--- config.mk ---
export PLATFORM = sky130hd
export DESIGN_NAME = ipv4_header_generator
export DESIGN_NICKNAME = d
export VERILOG_FILES = /design/src/rtl/core/ihg_pkg.sv /design/src/rtl/core/ipv4_header_generator.sv
export SDC_FILE = /design/constraint.sdc
export NUM_CORES = 1
export LEC_CHECK = 0
export ABC_CLOCK_PERIOD_IN_PS = 3900
export BUFFER_PORTS_ARGS = -buffer_cell sky130_fd_sc_hd__buf_4
export CORE_ASPECT_RATIO = 1.2
export CORE_MARGIN = 2
export CORE_UTILIZATION = 53
export CTS_CLUSTER_DIAMETER = 60
export DETAILED_ROUTE_END_ITERATION = 10
export PLACE_DENSITY = 0.78
export SLEW_MARGIN = 20
export SYNTH_ARGS = -nofsm -noshare
export SYNTH_HDL_FRONTEND = slang
export SYNTH_SLANG_ARGS = --single-unit
--- constraint.sdc ---
create_clock -name clk -period 3.9 [get_ports clk]
set_clock_uncertainty 0.05 [all_clocks]
set_input_delay 0.39 -clock clk [delete_from_list [all_inputs] [get_ports clk]]
set_output_delay 0.39 -clock clk [all_outputs]
set_load 0.01 [all_outputs]
--- src/rtl/core/ihg_pkg.sv ---
`default_nettype none

package ihg_pkg;

    localparam int unsigned HdrWords   = 5;
    localparam int unsigned HdrBytes   = 20;
    localparam int unsigned HdrVersion = 4;
    localparam int unsigned HdrIhl     = 5;
    localparam int unsigned HdrTtl     = 64;
    localparam int unsigned HdrDfBit   = 14;

    typedef logic [2:0] word_idx_t;

    localparam word_idx_t WORD_FIRST = 3'd0;
    localparam word_idx_t WORD_FLAGS = 3'd1;
    localparam word_idx_t WORD_CSUM  = 3'd2;
    localparam word_idx_t WORD_SRC   = 3'd3;
    localparam word_idx_t WORD_LAST  = 3'd4;

    // upper half of header word 0: version and ihl, dscp/ecn zero
    localparam logic [15:0] VER_IHL_HALF = 16'((HdrVersion << 12) | (HdrIhl << 8));
    localparam logic [15:0] FLAGS_HALF   = 16'(1 << HdrDfBit);
    localparam logic [7:0]  TTL_BYTE     = 8'(HdrTtl);
    localparam logic [16:0] HDR_LEN      = 17'(HdrBytes);

endpackage

`default_nettype wire

--- src/rtl/core/ipv4_header_generator.sv ---
`default_nettype none

// IPv4 header generator. A request is taken at a clock edge with start high
// and busy low; the 20-byte header then comes out of the output register as
// five consecutive 32-bit beats on header_word, each marked by strobe for one
// cycle, last_word on the fifth, length_overflow on all five. The receiver
// cannot stall: every beat must be taken in the cycle it is shown. The output
// register carries one beat per cycle; busy drops while the fifth beat is being
// loaded, so a request may follow in that cycle and its beats continue without
// a gap. The checksum is summed and folded from the request registers while the
// first two beats are loaded. local_address is written with config_write and
// config_data; the user must do so only while idle, the block does not check.
module ipv4_header_generator (
    input  wire logic        clk,
    input  wire logic        rst_n,
    input  wire logic        config_write,
    input  wire logic [31:0] config_data,
    input  wire logic        start,
    output logic             busy,
    input  wire logic [31:0] remote_address,
    input  wire logic [7:0]  protocol,
    input  wire logic [15:0] payload_length,
    output logic             strobe,
    output logic [31:0]      header_word,
    output logic             last_word,
    output logic             length_overflow
);
    import ihg_pkg::*;

    logic [31:0] local_address_reg;

    logic        active_reg;
    word_idx_t   idx_reg;

    logic [31:0] remote_reg;
    logic [7:0]  protocol_reg;
    logic [15:0] total_len_reg;
    logic        overflow_reg;

    logic [18:0] sum_reg;
    logic [15:0] csum_reg;

    logic        strobe_reg;
    logic [31:0] header_word_reg;
    logic        last_word_reg;
    logic        overflow_out_reg;

    logic        accept;
    logic [16:0] full_len;
    logic [18:0] sum_next;
    logic [16:0] fold1;
    logic [15:0] fold2;
    logic [31:0] word_sel;

    assign busy     = active_reg && (idx_reg != WORD_LAST);
    assign accept   = start && !busy;
    assign full_len = {1'b0, payload_length} + HDR_LEN;

    // ones-complement sum of the header halves with checksum field zero
    always_comb
    begin
        sum_next = 19'(VER_IHL_HALF) + 19'(total_len_reg) + 19'(FLAGS_HALF)
                 + 19'({TTL_BYTE, protocol_reg})
                 + 19'(local_address_reg[31:16]) + 19'(local_address_reg[15:0])
                 + 19'(remote_reg[31:16]) + 19'(remote_reg[15:0]);
        fold1    = 17'(sum_reg[15:0]) + 17'(sum_reg[18:16]);
        fold2    = fold1[15:0] + 16'(fold1[16]);
    end

    always_comb
    begin
        case (idx_reg)
            WORD_FIRST: word_sel = {VER_IHL_HALF, total_len_reg};
            WORD_FLAGS: word_sel = {16'h0000, FLAGS_HALF};
            WORD_CSUM:  word_sel = {TTL_BYTE, protocol_reg, csum_reg};
            WORD_SRC:   word_sel = local_address_reg;
            WORD_LAST:  word_sel = remote_reg;
            default:    word_sel = 32'h0000_0000;
        endcase
    end

    always_ff @(posedge clk or negedge rst_n)
    begin
        if (!rst_n)
        begin
            local_address_reg <= 32'h0000_0000;
            active_reg        <= 1'b0;
            idx_reg           <= WORD_FIRST;
            strobe_reg        <= 1'b0;
        end
        else
        begin
            if (config_write)
            begin
                local_address_reg <= config_data;
            end
            if (accept)
            begin
                active_reg <= 1'b1;
                idx_reg    <= WORD_FIRST;
            end
            else if (active_reg)
            begin
                if (idx_reg == WORD_LAST)
                begin
                    active_reg <= 1'b0;
                end
                idx_reg <= idx_reg + 3'd1;
            end
            strobe_reg <= active_reg;
        end
    end

    always_ff @(posedge clk)
    begin
        if (accept)
        begin
            remote_reg    <= remote_address;
            protocol_reg  <= protocol;
            total_len_reg <= full_len[15:0];
            overflow_reg  <= full_len[16];
        end
        if (active_reg && idx_reg == WORD_FIRST)
        begin
            sum_reg <= sum_next;
        end
        if (active_reg && idx_reg == WORD_FLAGS)
        begin
            csum_reg <= ~fold2;
        end
        if (active_reg)
        begin
            header_word_reg  <= word_sel;
            last_word_reg    <= (idx_reg == WORD_LAST);
            overflow_out_reg <= overflow_reg;
        end
    end

    assign strobe          = strobe_reg;
    assign header_word     = header_word_reg;
    assign last_word       = strobe_reg && last_word_reg;
    assign length_overflow = overflow_out_reg;

    // a request yields a first beat that is not last, and later its last beat
    a_first_beat: assert property (@(posedge clk) disable iff (!rst_n)
        accept |-> ##2 (strobe && !last_word))
        else $error("first header beat not seen two cycles after request");

    a_last_beat: assert property (@(posedge clk) disable iff (!rst_n)
        accept |-> ##6 (strobe && last_word))
        else $error("last header beat not seen six cycles after request");

    // beats of one header come without a gap
    a_no_gap: assert property (@(posedge clk) disable iff (!rst_n)
        (strobe && !last_word) |=> strobe)
        else $error("gap inside a header");

    a_busy_active: assert property (@(posedge clk) disable iff (!rst_n)
        busy |-> active_reg && (idx_reg != WORD_LAST))
        else $error("busy without a request in flight");

    a_csum_word: assert property (@(posedge clk) disable iff (!rst_n)
        (active_reg && idx_reg == WORD_CSUM) |=> (header_word[31:24] == TTL_BYTE))
        else $error("third beat lacks ttl");

endmodule

`default_nettype wire

Word-level counts from Yosys, hierarchy flattened
Index checks and enable logic that the tools add are counted.
Word-level totals
  bits in registers: 163
  input bits: 92
  word-level logic and storage cells: 44
  output and inout bits: 36
Operators by class
  equality and inequality tests: 5
  mux-type cells: 6
  add/subtract/negate cells: 11
  reductions and logical operators: 8
  bitwise operators: 1
Operators with widths (count)
  32-bit one-hot mux with 5 select lines: 1
  19-bit by 16-bit adder with 19-bit output: 4
  18-bit by 15-bit adder with 19-bit output: 1
  17-bit by 15-bit adder with 18-bit output, second input constant: 1
  15-bit by 16-bit adder with 17-bit output, first input constant: 1
  16-bit by 3-bit adder with 17-bit output: 1
  16-bit by 5-bit adder with 17-bit output, second input constant: 1
  16-bit by 1-bit adder with 16-bit output: 1
  16-bit inverter: 1
  3-bit by 2-bit equality test with 1-bit output, second input constant: 2
  3-bit two-way mux: 2
  1-bit logical AND: 5
  3-bit by 1-bit adder with 3-bit output, second input constant: 1
  3-bit by 1-bit equality test with 1-bit output, second input constant: 1
  3-bit equality test, second input constant: 1
  3-bit zero test: 1
  1-bit two-way mux: 3
  3-bit inequality test, second input constant: 1
  2-bit nonzero test: 1
  1-bit zero test: 1

Depth between registers and ports, before layout
Gate-level depths: netlist (run 1).
  word-level depth: 7
  mapped depth: 16
  depth with buffers taken out: 16

Least setup slack after synthesis (run 1)
OpenSTA, ideal clock, no wires.
  kind: register to register
  from: register active_reg
  to: register overflow_reg (enable)
  data required time: 3376 ps
  slack: -331 ps
  path buffers: 1
  library setup time: 474 ps
  arrival time: 3708 ps
  period minus slack after synthesis: 4231 ps
  cell stages (with the launch flop): 4
  cells stage by stage: dfrtp_1 > buf_4 > nor2b_1 > nor2_1
Between the ends
  longest elaborated chain between the ends: 3
RTL lines
  start: declaration: line ipv4_header_generator.sv:32  | logic active_reg;
  start signal: assignment: line ipv4_header_generator.sv:87  | active_reg <= 1'b0;
  start signal: assignment: line ipv4_header_generator.sv:99  | active_reg <= 1'b1;
  start signal: assignment: line ipv4_header_generator.sv:106  | active_reg <= 1'b0;
  1-bit logical AND: line ipv4_header_generator.sv:55  | assign busy = active_reg && (idx_reg != WORD_LAST);
  net busy: line ipv4_header_generator.sv:19  | output logic busy,
  1-bit zero test: line ipv4_header_generator.sv:56  | assign accept = start && !busy;
  1-bit logical AND: line ipv4_header_generator.sv:56
  net accept: line ipv4_header_generator.sv:48  | logic accept;
  end signal: assignment: line ipv4_header_generator.sv:121  | overflow_reg <= full_len[16];
  end: declaration: line ipv4_header_generator.sv:38  | logic overflow_reg;
The timed path passes the listed nets, and every way through them passes these cells.
A chain may end at the register's enable or synchronous reset.

Final worst setup path (run 1)
  from: register local_address_reg[2]
  to: register sum_reg[14], data pin
Between the ends
  longest elaborated chain between the ends: 3
RTL lines
  start: declaration: line ipv4_header_generator.sv:30  | logic [31:0] local_address_reg;
  start signal: assignment: line ipv4_header_generator.sv:95  | local_address_reg <= config_data;
  19-bit by 16-bit adder with 19-bit output: line ipv4_header_generator.sv:64  | + 19'(local_address_reg[31:16]) + 19'(local_address_reg[15:0])
  19-bit by 16-bit adder with 19-bit output (2 in series): line ipv4_header_generator.sv:65  | + 19'(remote_reg[31:16]) + 19'(remote_reg[15:0]);
  net sum_next[14]: line ipv4_header_generator.sv:50  | logic [18:0] sum_next;
  end signal: assignment: line ipv4_header_generator.sv:125  | sum_reg <= sum_next;
  end: declaration: line ipv4_header_generator.sv:40  | logic [18:0] sum_reg;
The timed path passes the listed nets, and every way through them passes these cells.

==> key figures, run 1 <==
GRT
  – Overall Global Routing Usage: 24.8%
  – Pin count of the biggest net entering global routing: 61
  – First-pass GRT wire length: 33.4 mm
  – Global route total overflow: 0
  – Vias in the first global route: 6,483
  – Antenna violations before repair: 0

Critical path
  – Cell Chain, Critical Path: inv_2, fa_1, inv_2, fa_1, inv_2, fa_1, inv_2, ha_4, fa_2, a21oi_2, o21bai_2, a21oi_2, o21ai_2, a211o_1, a21oi_2, xnor2_1
  – Critical path's top delay family: adder cells
  – Slowest CP cell: fa_1
  – Setup CP Type: flop to flop
  – Most frequent CP cell: inv_2
  – CP startpoint kind: flop
  – Worst Path Required: 4.04 ns
  – Largest stage delay, worst path: 0.60 ns
  – CP Buf/Inv Count: 4
  – CP Max Fanout: 4
  – CP Capture Type: flop
  – Worst Path Arrival: around 4.2 ns

Clocking
  – Clock root cell: clkbuf_16
  – H-tree levels: 4
  – Clk_lat worst skew: ~0.43 ns
  – CTS clock-pin slew for the worst setup and hold paths: approximately 0.06 ns
  – Clk sink count: 163
  – CTS buffer count: 17
  – CTS tree: built
  – Clock Tree Buf Depth: 2

Floorplanning
  – Die area: roughly 0.018 mm2
  – Core Area: 0.0169 mm2
  – Row cnt: 52
  – # IOs: 128
  – Die width: 124 um
  – Initial Util: 54.0%
  – Chip height: 148 um

Min path
  – Hold Path Class: input port to flop

Drt
  – Via count: roughly 6,200
  – Drt drc: 0
  – Routed length per instance: 18.6 um
  – DRT Pass-1 Iters: 6
  – Via/cell ratio: about 5.5
  – Initial drt markers: 744
  – Total Wirelength: 21.1 mm
  – Remaining antenna violation count: 0

Timing
  – Hold Fails Final Rpt: 0
  – Final Slew Violations: 0
  – Min setup slack post-route: -0.143 ns
  – Slew @ Worst Pin: roughly 0.9 ns
  – Endpoints failing setup: 5
  – RSZ-0062 raised after global routing: true
  – Max Fclk: 0.247 GHz
  – Min Tclk post-route: 4.04 ns
  – Tcrit/Tclk final: 104%
  – Slew headroom: 40.8%

Final layout
  – Filler instances: ~1,200
  – Layout cells sized above 1: 26.3%
  – Final design utilization: roughly two thirds
  – Ant. Diodes: 0
  – Area Growth Syn to Fin: 22.7%
  – Nets: 1,094
  – Finished Cell Area: 0.0112 mm2
  – Fin cells: 1,139

Synth
  – Synth Register Bits: 163
  – Syn nets: 942
  – Netlist cell types: 50
  – Seq/Total Area, Yosys: 51.8%
  – Top FF cell, synth: edfxtp_1
  – Syn avg cell area: 12.0 um2
  – Async S/R FF share, synth: 22.7%
  – Post-Syn Area: 0.00909 mm2
  – EDFF count, synth: between 100 and 150
  – Synth warnings: 0
  – Post-Syn Instances: 758

Place
  – Port Buffers: 127
  – Dpl cell area: 0.0104 mm2
  – Setup WS pre-CTS: -0.218 ns
  – DP HPWL: approximately 15 mm
  – Gpl congestion: 0.879
  – DP Cell Count: 1,099

Pwr
  – LEAKAGE: slightly above 5 nW
  – PD cells: 1050 mW/mm2
  – Worst vdd ir: 854 uV
  – Tot Pwr: 0.0118 W

Outcome
  – Run status: finished with violations
  – Failing checks: negative setup slack

Run
  – Max cap viols: 0
[path summary, 6_finish.rpt]
check | start | to | slack (ns) | cells after the start
hold reg to reg | overflow_reg | length_overflow | 0.38 | 0
min in group asynchronous | rst_n | local_address_reg[0] | 0.42 | 2
max in group asynchronous | rst_n | strobe | 2.96 | 2
hold / removal | remote_address[26] | remote_reg[26] | 0.08 | 1
setup reg to reg | local_address_reg[2] | sum_reg[14] | -0.14 | 16
setup / recovery | local_address_reg[2] | sum_reg[14] | -0.14 | 16
[final cells by class]
| cell class | count | area (um2) | area share [%] |
|---|---|---|---|
| sequential | 163 | 4710 | 42.2 |
| multi-input combinational | 400 | 3810 | 34.1 |
| inverter | 174 | 653 | 5.85 |
| timing repair buffer | 154 | 1170 | 10.5 |
| clock buffer | 21 | 460 | 4.13 |
| clock inverter | 11 | 83.8 | 0.751 |
| tap | 216 | 270 | 2.42 |
[per-stage QoR]
| step | hold slack [ns] | setup TNS (ns) |
|---|---|---|
| global route | 0.0626 | -1.32 |
| CTS | 0.0639 | -0.231 |
| detailed placement | 0.357 | -0.978 |
| global placement | 0.353 | -0.575 |
| finish | 0.0760 | -0.340 |
| floorplan | 0.0444 | 0 |
[routing by layer]
| layer | wire [um] | global-route usage (%) | vias up |
|---|---|---|---|
| met2 | 10500 | 39.6 | 278 |
| met3 | 1680 | 6.21 | 37 |
| met5 | 0 | 0 | - |
| met1 | 8410 | 32.8 | 3051 |
| met4 | 570 | 9.20 | 0 |
| li1 | - | - | 2851 |
[power breakdown]
group	switching, W	internal [W]
Sequential	0.000304	0.00285
Clock	0.000659	0.000902
Combinational	0.00376	0.00327
[synth_stat cells, drive strengths merged, types with 5 or more instances]
| master | n | share of area, % |
|---|---|---|
| inv | 174 | 7.2 |
| edfxtp | 126 | 42 |
| nand2 | 59 | 2.4 |
| fa | 57 | 13 |
| o21ai | 42 | 2.3 |
| dfrtp | 37 | 10 |
| ha | 35 | 4.8 |
| xnor2 | 29 | 2.8 |
| a222oi | 23 | 2.5 |
| a21oi | 20 | 1.1 |
| clkbuf | 20 | 0.83 |
| xor2 | 18 | 1.7 |
| mux2 | 16 | 2.0 |
| nand3 | 14 | 0.83 |
| nor2 | 14 | 0.61 |
| a21o | 12 | 0.99 |
| and3 | 9 | 0.62 |
| a22o | 7 | 0.67 |
| and2 | 5 | 0.34 |
[worst reg2reg max path: stages, from the launching register on]
cell,delay [ns]
dfrtp_1,0.36
inv_2,0.05
fa_1,0.55
inv_2,0.04
fa_1,0.60
inv_2,0.06
fa_1,0.52
inv_2,0.05
ha_4,0.16
fa_2,0.37
a21oi_2,0.15
o21bai_2,0.09
a21oi_2,0.17
o21ai_2,0.10
a211o_1,0.28
a21oi_2,0.15
xnor2_1,0.07
[kinds of logic (layout without fill, tap and decap cells)]
family,after synthesis,after routing,synth area share (%)
simple gates,120,120,6.38
flops,163,163,51.8
compound gates,125,125,9.88
xor+xnor,47,47,4.53
fa+ha+maj,92,92,17.4
buf+inv,195,360,8.09
mux,16,16,1.98
[layout by cell type (no fill, tap or decap), types with 2 or more instances in the layout]
master,Yosys,routed
clkinv_2,0,5
buf_4,1,151
clkbuf_16,0,17
a21boi_2,2,2
o21ai_0,42,37
nor3_1,2,2
a21oi_2,1,8
nand4b_1,2,2
nand2_1,59,59
ha_4,0,6
mux2_2,16,16
dfrtp_1,37,37
xnor2_1,29,28
a222oi_1,23,23
nand3_1,13,13
xor2_1,18,18
nand3b_1,3,3
and3_1,9,9
a21o_1,12,12
nor2b_1,4,4
clkbuf_8,0,2
clkbuf_1,20,2
o21ai_2,0,2
edfxtp_1,126,126
ha_1,35,29
clkinv_1,0,3
inv_6,0,2
nor2_1,13,12
o21ai_1,0,3
inv_1,174,161
inv_2,0,13
a22o_1,7,7
and2_1,5,5
nand4_1,2,2
o21bai_1,4,3
a21oi_1,19,12
fa_1,57,56
o22ai_1,2,2
[timing repair]
| item | in CTS | in global routing |
|---|---|---|
| endpoints found under the hold margin | 37 | 0 |
| pin swaps | 16 | 19 |
| endpoints found under the setup margin | 8 | 9 |
| gates resized for setup | 12 | 23 |
| hold buffers | 1 | 0 |
| setup buffers | 4 | 4 |
Power figures use the tool's default switching activity.
==> inputs of run 2 (changes only) <==
--- a/config.mk
+++ b/config.mk
@@ -9,10 +9,12 @@
 export BUFFER_PORTS_ARGS = -buffer_cell sky130_fd_sc_hd__buf_4
 export CORE_ASPECT_RATIO = 1.2
 export CORE_MARGIN = 2
-export CORE_UTILIZATION = 53
+export CORE_UTILIZATION = 54
+export CTS_BUF_LIST = sky130_fd_sc_hd__clkbuf_4
 export CTS_CLUSTER_DIAMETER = 60
 export DETAILED_ROUTE_END_ITERATION = 10
-export PLACE_DENSITY = 0.78
+export PLACE_DENSITY = 0.79
+export RECOVER_POWER = 50
 export SLEW_MARGIN = 20
 export SYNTH_ARGS = -nofsm -noshare
 export SYNTH_HDL_FRONTEND = slang
==> run 2 against run 1 <==
Net effect: the flow finishes with violations (max-capacitance violations, max-slew violations, negative setup slack); clock power fell by 47%; count of clock-buffer cells in the layout up 2; flip-flop and latch count did not move; sequential power barely moved; critical path type unchanged; design area grew 3.2%; critical path depth rose by 1; non-clock buffer count increased by 75; via count up 5.3%; largest power group unchanged.
==> key figures, run 2 (same netlist as run 1, synthesis figures left out) <==
Pwr
  – Int Power: 0.00634 W
  – Comb pwr share: 63.6%
  – Worst vdd ir: 710 uV
  – PD cells: 951 mW/mm2
  – Sequential power share: ~29%
  – Part of the power in the clock network: 7.6%
  – Switching Fraction: between 40 and 50%
  – LEAKAGE: between 5 and 6 nW
  – Sw power: around 0.0046 W

Floorplanning
  – Core Area: approximately 0.017 mm2
  – Row cnt: between 50 and 60
  – # IOs: ~130
  – Initial Util: 54.6%
  – Die width: ~120 um
  – Chip height: around 150 um
  – Die area: ~0.018 mm2

Run
  – Max cap viols: 2

Critical path
  – CP Capture Type: flop
  – CP startpoint kind: flop
  – Most frequent CP cell: inv_2
  – Setup CP Type: flop to flop
  – CP Buf/Inv Count: 5
  – Slowest CP cell: fa_1
  – Cell Chain, Critical Path: inv_2, fa_1, inv_2, fa_1, inv_2, fa_1, inv_2, ha_4, fa_2, a21oi_2, o21bai_1, a21oi_2, o21ai_2, buf_4, a21oi_4, o21ai_2, xor2_1
  – CP Max Fanout: 4
  – Worst Path Required: 4.18 ns
  – Critical path's top delay family: adder cells
  – Largest stage delay, worst path: 0.58 ns
  – Worst Path Arrival: 4.40 ns

Drt
  – Remaining antenna violation count: 0
  – Via count: 6,548
  – Drt drc: 0
  – Total Wirelength: 21.9 mm
  – Via/cell ratio: approximately 5.4
  – Initial drt markers: 852
  – Routed length per instance: 18.0 um
  – DRT Pass-1 Iters: 6

Final layout
  – Commonest non-fill, non-tap cell in the layout: inv_1
  – Layout cells sized above 1: 22.4%
  – Finished Cell Area: 0.0115 mm2
  – Filler instances: 1,196
  – Sequential Area: 0.00471 mm2
  – Commonest cells after routing, fill and taps aside: 163 x inv_1, 126 x edfxtp_1, 82 x buf_4
  – Nets: 1,169
  – Multi-input combinational cell area: between 0.003 and 0.004 mm2
  – Area Growth Syn to Fin: 26.6%

Timing
  – Tcrit/Tclk final: 106%
  – Endpoints failing setup: 6
  – Min setup slack post-route: -0.223 ns
  – Hold Fails Final Rpt: 0
  – Max Fclk: 0.243 GHz
  – Sum Neg Setup Slack: -0.795 ns
  – Final Slew Violations: 82
  – Min Tclk post-route: 4.12 ns
  – Slew @ Worst Pin: roughly 2.4 ns
  – RSZ-0062 raised after global routing: true
  – Slew headroom: -60.1%

GRT
  – First-pass GRT wire length: 34.6 mm
  – Overall Global Routing Usage: 25.8%
  – Vias in the first global route: 6,828
  – Global route total overflow: 0
  – Antenna violations before repair: 1
  – Pin count of the biggest net entering global routing: 61

Min path
  – Hold Path Class: input port to flop

Clocking
  – Clock Tree Buf Depth: 2
  – Clk sink count: roughly 160
  – H-tree levels: 4
  – CTS buffer count: 17
  – CTS tree: built
  – Clock root cell: clkbuf_4
  – CTS clock-pin slew for the worst setup and hold paths: approximately 0.12 ns
  – Clk_lat worst skew: about 0.57 ns

Place
  – DP HPWL: 15.2 mm
  – Port Buffers: 127
  – Gpl congestion: 0.878
  – Dpl cell area: 0.0104 mm2

Outcome
  – Failing checks: max-capacitance violations, max-slew violations, negative setup slack
  – Run status: finished with violations
-- run 2: changes by cell type in the layout (fill, tap and decap cells not counted), sizes merged --
cell and delta:
diode +1, bufinv -1, clkbuf +72, dlygate4sd3 +73, buf -68, clkinvlp +1
inv -2
-- run 2: tightest hold or removal path: cells and delay by family --
| family | cells | cell delay (ns) |
|---|---|---|
| AO/OA/AOI/OAI | 1 | 0.09 |
| AND/OR/NAND/NOR | 1 | 0.07 |
| buffers and inverters | 1 | 0.08 |
-- run 2: power by group through the flow --
| stage | combinational (W) | sequential, W | clock (W) |
|---|---|---|---|
| final | 0.00697 | 0.00315 | 0.000831 |
| after global routing | 0.00775 | 0.00320 | 0.000913 |
| after CTS | 0.00653 | 0.00314 | 0.000851 |
| after detailed placement | 0.00586 | 0.00318 | 0 |
| after global placement | 0.00567 | 0.00316 | 0 |
| after floorplan | 0.00400 | 0.00320 | 0 |
-- run 2: timing repair --
item	4_1_cts	5_1_grt
hold buffers	74	0
resized for setup	17	21
hold endpoints to repair	112	0
pin swaps	22	30
setup endpoints to repair	8	9
setup buffers	10	5
-- run 2: routing by layer --
layer,global-route usage [%],part of all wire (%)
met3,6.21,7.9
met4,10.7,3.5
met5,0,0
met2,41.0,49
met1,34.0,39
-- run 2: area by class of cell --
| cell class | count | share of cell area [%] |
|---|---|---|
| Antenna cell | 1 | 0.0217 |
| Clock buffer | 23 | 1.50 |
| Clock inverter | 9 | 0.369 |
| Inverter | 174 | 5.67 |
| Multi-Input combinational cell | 400 | 33.2 |
| Sequential cell | 163 | 40.9 |
| Tap cell | 216 | 2.35 |
| Timing Repair Buffer | 229 | 16.0 |
-- run 2: path summary, 6_finish.rpt --
kind	start	cells after the start	to	slack (ns)
setup / recovery	remote_reg[2]	17	sum_reg[16]	-0.22
hold / removal	config_data[15]	3	local_address_reg[15]	0.04
setup reg to reg	remote_reg[2]	17	sum_reg[16]	-0.22
hold reg to reg	overflow_reg	0	length_overflow	0.44
max in group asynchronous	rst_n	2	local_address_reg[0]	1.41
min in group asynchronous	rst_n	2	local_address_reg[28]	1.03
-- run 2: through the flow --
| stage | total power [W] | cells | util, % | setup WS [ns] | hold slack (ns) |
|---|---|---|---|---|---|
| 3_5_place_dp | 0.00904 | 1095 | 62.4 | -0.242 | 0.357 |
| 3_3_place_gp | 0.00883 | 1095 | 62.4 | -0.205 | 0.356 |
| 6_report | 0.0109 | 1215 | 69.1 | -0.223 | 0.0398 |
| 4_1_cts | 0.0105 | 1211 | 69.1 | -0.141 | 0.00141 |
| 5_1_grt | 0.0119 | 1215 | 69.1 | -0.305 | 0.00725 |
| 2_1_floorplan | 0.00720 | 758 | - | 0.0115 | 0.0444 |
==> inputs of run 3 (changes only) <==
--- a/config.mk
+++ b/config.mk
@@ -5,6 +5,7 @@
 export SDC_FILE = /design/constraint.sdc
 export NUM_CORES = 1
 export LEC_CHECK = 0
+export ABC_AREA = 1
 export ABC_CLOCK_PERIOD_IN_PS = 3900
 export BUFFER_PORTS_ARGS = -buffer_cell sky130_fd_sc_hd__buf_4
 export CORE_ASPECT_RATIO = 1.2
==> run 3 against run 2 <==
Net effect: the flow finishes with violations (max-capacitance violations, max-slew violations); utilization fell by 1.1 points; sequential share of layout area fell by 1.0 points; critical path depth rose by 1; register-to-register slack improved by 0.36 ns; clock power rose by 25%; die area rose by 4.2%; via count rose by 14%; design area rose by 2.6%; combinational power fell by 9.9%; critical path type unchanged.
==> key figures, run 3 <==
Outcome
  – Run status: finished with violations
  – Failing checks: max-capacitance violations, max-slew violations

Critical path
  – R2r setup slk: roughly 0.14 ns
  – CP Capture Type: flop
  – Slowest CP cell: fa_1
  – CP startpoint kind: flop
  – Worst Reg-to-Reg Cells: 18
  – Cell Chain, Critical Path: inv_2, fa_1, inv_1, fa_1, inv_1, fa_1, inv_2, ha_4, fa_2, nand2_2, nand3_1, o21ai_2, inv_2, nand3_2, nand3_2, nand2_2, nand2_2, xor2_1
  – Largest stage delay, worst path: 0.56 ns
  – CP Max Fanout: 3
  – R2R Path Start: local_address_reg[2]
  – Worst Path Required: about 4.2 ns
  – Worst R2R End: sum_reg[16]
  – Worst Path Arrival: around 4.1 ns
  – Setup CP Type: flop to flop

Timing
  – Tcrit/Tclk final: 96.4%
  – Endpoints failing setup: 0
  – Slew @ Worst Pin: 2.48 ns
  – Min Tclk post-route: between 3 and 4 ns
  – Slew headroom: -65.6%
  – Final Slew Violations: 75
  – Hold Fails Final Rpt: 0
  – Max Fclk: roughly 0.27 GHz

Final layout
  – Layout cells sized above 1: 18.3%
  – Multi-input combinational cell area: 0.00402 mm2
  – Area Growth Syn to Fin: 24.5%
  – Commonest non-fill, non-tap cell in the layout: inv_1
  – Filler instances: 1,265
  – Nets: 1,321
  – Finished Cell Area: about 0.012 mm2
  – Commonest cells after routing, fill and taps aside: 195 x inv_1, 172 x nand2_1, 126 x edfxtp_1
  – Sequential Area: 0.00471 mm2

Drt
  – Routed length per instance: 19.0 um
  – Total Wirelength: around 26 mm
  – Initial drt markers: 571
  – Drt drc: 0
  – Via count: roughly 7,400
  – Remaining antenna violation count: 0
  – Via/cell ratio: ~5.4
  – DRT Pass-1 Iters: 5

GRT
  – Antenna violations before repair: 1
  – Pin count of the biggest net entering global routing: 65
  – First-pass GRT wire length: around 40 mm
  – Overall Global Routing Usage: 28.3%
  – Vias in the first global route: roughly 7,700
  – Global route total overflow: 0

Floorplanning
  – Chip height: 149 um
  – Die width: 125 um
  – Initial Util: 54.6%
  – Die area: 0.0187 mm2
  – Core Area: 0.0174 mm2
  – Row cnt: 53
  – # IOs: 128

Synth
  – Async S/R FF share, synth: 22.7%
  – Post-Syn Instances: between 900 and 1,000
  – Most frequent cell after synthesis: inv_1
  – Syn nets: approximately 1,100
  – Post-Syn Area: 0.00949 mm2
  – Yosys top cell area share: 39.9%
  – Seq/Total Area, Yosys: a little under 50%
  – Synth Register Bits: 163
  – Most frequent cells after synthesis: 198 x inv_1, 175 x nand2_1, 126 x edfxtp_1, 57 x fa_1, 54 x o21ai_0
  – Syn avg cell area: between 10 and 15 um2
  – Synth top area cells: edfxtp_1 40%, fa_1 12%, dfrtp_1 9.8%
  – EDFF count, synth: 126
  – Most area-hungry cell type in the Yosys netlist: edfxtp_1
  – Netlist cell types: 40
  – Top FF cell, synth: edfxtp_1
  – Synth warnings: 0

Run
  – Max cap viols: 2

Clocking
  – Clk_lat worst skew: 0.60 ns
  – H-tree levels: 4
  – CTS tree: built
  – CTS buffer count: 17
  – Clock Tree Buf Depth: 2
  – Clk sink count: around 160
  – Clock root cell: clkbuf_4
  – CTS clock-pin slew for the worst setup and hold paths: 0.15 ns

Pwr
  – Worst vdd ir: 611 uV
  – Tot Pwr: 0.0105 W
  – PD cells: 886 mW/mm2
  – LEAKAGE: between 5 and 6 nW

Place
  – Gpl congestion: ~0.88
  – DP HPWL: between 15 and 20 mm
  – Port Buffers: 127
  – Dpl cell area: 0.0107 mm2

Min path
  – Hold Startpoint: payload_length[15]
  – Hold Path Cell Cnt: 2
  – Hold Path Class: input port to flop
  – Hold Path Sink: total_len_reg[15]
-- run 3: changes by cell type after synthesis, moves of 12 or more --
cell	previous run	this run
nor2_1	13	37
nand3_1	13	43
mux2_2	16	0
xnor2_1	29	9
nand2_2	0	14
inv_1	174	198
a222oi_1	23	0
o21ai_0	42	54
nand2_1	59	175
-- run 3: kinds of logic after synthesis --
kind of cell | Yosys count | synth area share [%]
and+or+nand+nor | 299 | 14.4
buffers and inverters | 221 | 8.78
DFF | 163 | 49.6
AOI/OAI and AO/OA | 115 | 7.63
adders and majority gates | 92 | 16.6
xor gates and xnor gates | 32 | 2.95
-- run 3: power breakdown --
part / switching, W / internal (W)
Clock: 0.000651 / 0.000385
Sequential: 0.000329 / 0.00282
Combinational: 0.00390 / 0.00238
-- run 3: stage by stage --
stage | util [%] | TNS, ns | hold WS (ns) | worst slack [ns] | std cells
5_1_grt | 68.0 | -0.0314 | 0.0334 | -0.0278 | 1371
4_1_cts | 67.8 | 0 | 0.00717 | 0.0406 | 1369
2_1_floorplan | - | 0 | 0.0444 | 0.173 | 922
6_report | 68.0 | 0 | 0.0466 | 0.140 | 1371
3_3_place_gp | 61.8 | 0 | 0.356 | 0.0677 | 1262
3_5_place_dp | 61.8 | -0.122 | 0.368 | -0.0604 | 1262
-- run 3: how the worst max path moves through the flow --
stage / from / end / slack (ns) / depth (start not counted)
detailed placement: local_address_reg[2] / sum_reg[16] / -0.06 / 18
global placement: local_address_reg[2] / sum_reg[16] / 0.07 / 18
global route: local_address_reg[2] / sum_reg[16] / -0.03 / 18
CTS: local_address_reg[2] / sum_reg[16] / 0.04 / 18
finish: local_address_reg[2] / sum_reg[16] / 0.14 / 18
floorplan: local_address_reg[2] / sum_reg[16] / 0.17 / 18
-- run 3: what timing repair did --
action                     CTS  global route
setup endpoints to repair    3             7
hold buffers                75             0
resized for setup            3            16
hold endpoints to repair   111             0
pin swaps                    0             3
setup buffers                0             1
-- run 3: routing by layer --
layer | part of all wire [%] | track usage, %
met5 | 0 | 0
met4 | 5.5 | 15.4
met3 | 5.9 | 5.02
met2 | 51 | 50.5
met1 | 37 | 32.3
-- run 3: worst max-delay path: cells and delay by family (launching register included) --
family	cells	cell delay, ns
AO/OA/AOI/OAI	1	0.09
XOR/XNOR	1	0.14
adder cells (fa/ha/maj)	5	2.15
buffers and inverters	5	0.29
flip-flops	1	0.37
AND/OR/NAND/NOR	6	0.45
-- run 3: area by class of cell --
cell class	instances	area share, %
sequential	163	39.9
multi-input combinational	538	34.0
timing repair buffer	212	14.8
inverter	205	6.51
tap	220	2.33
clock inverter	15	1.32
clock buffer	17	1.08
antenna	1	0.0212
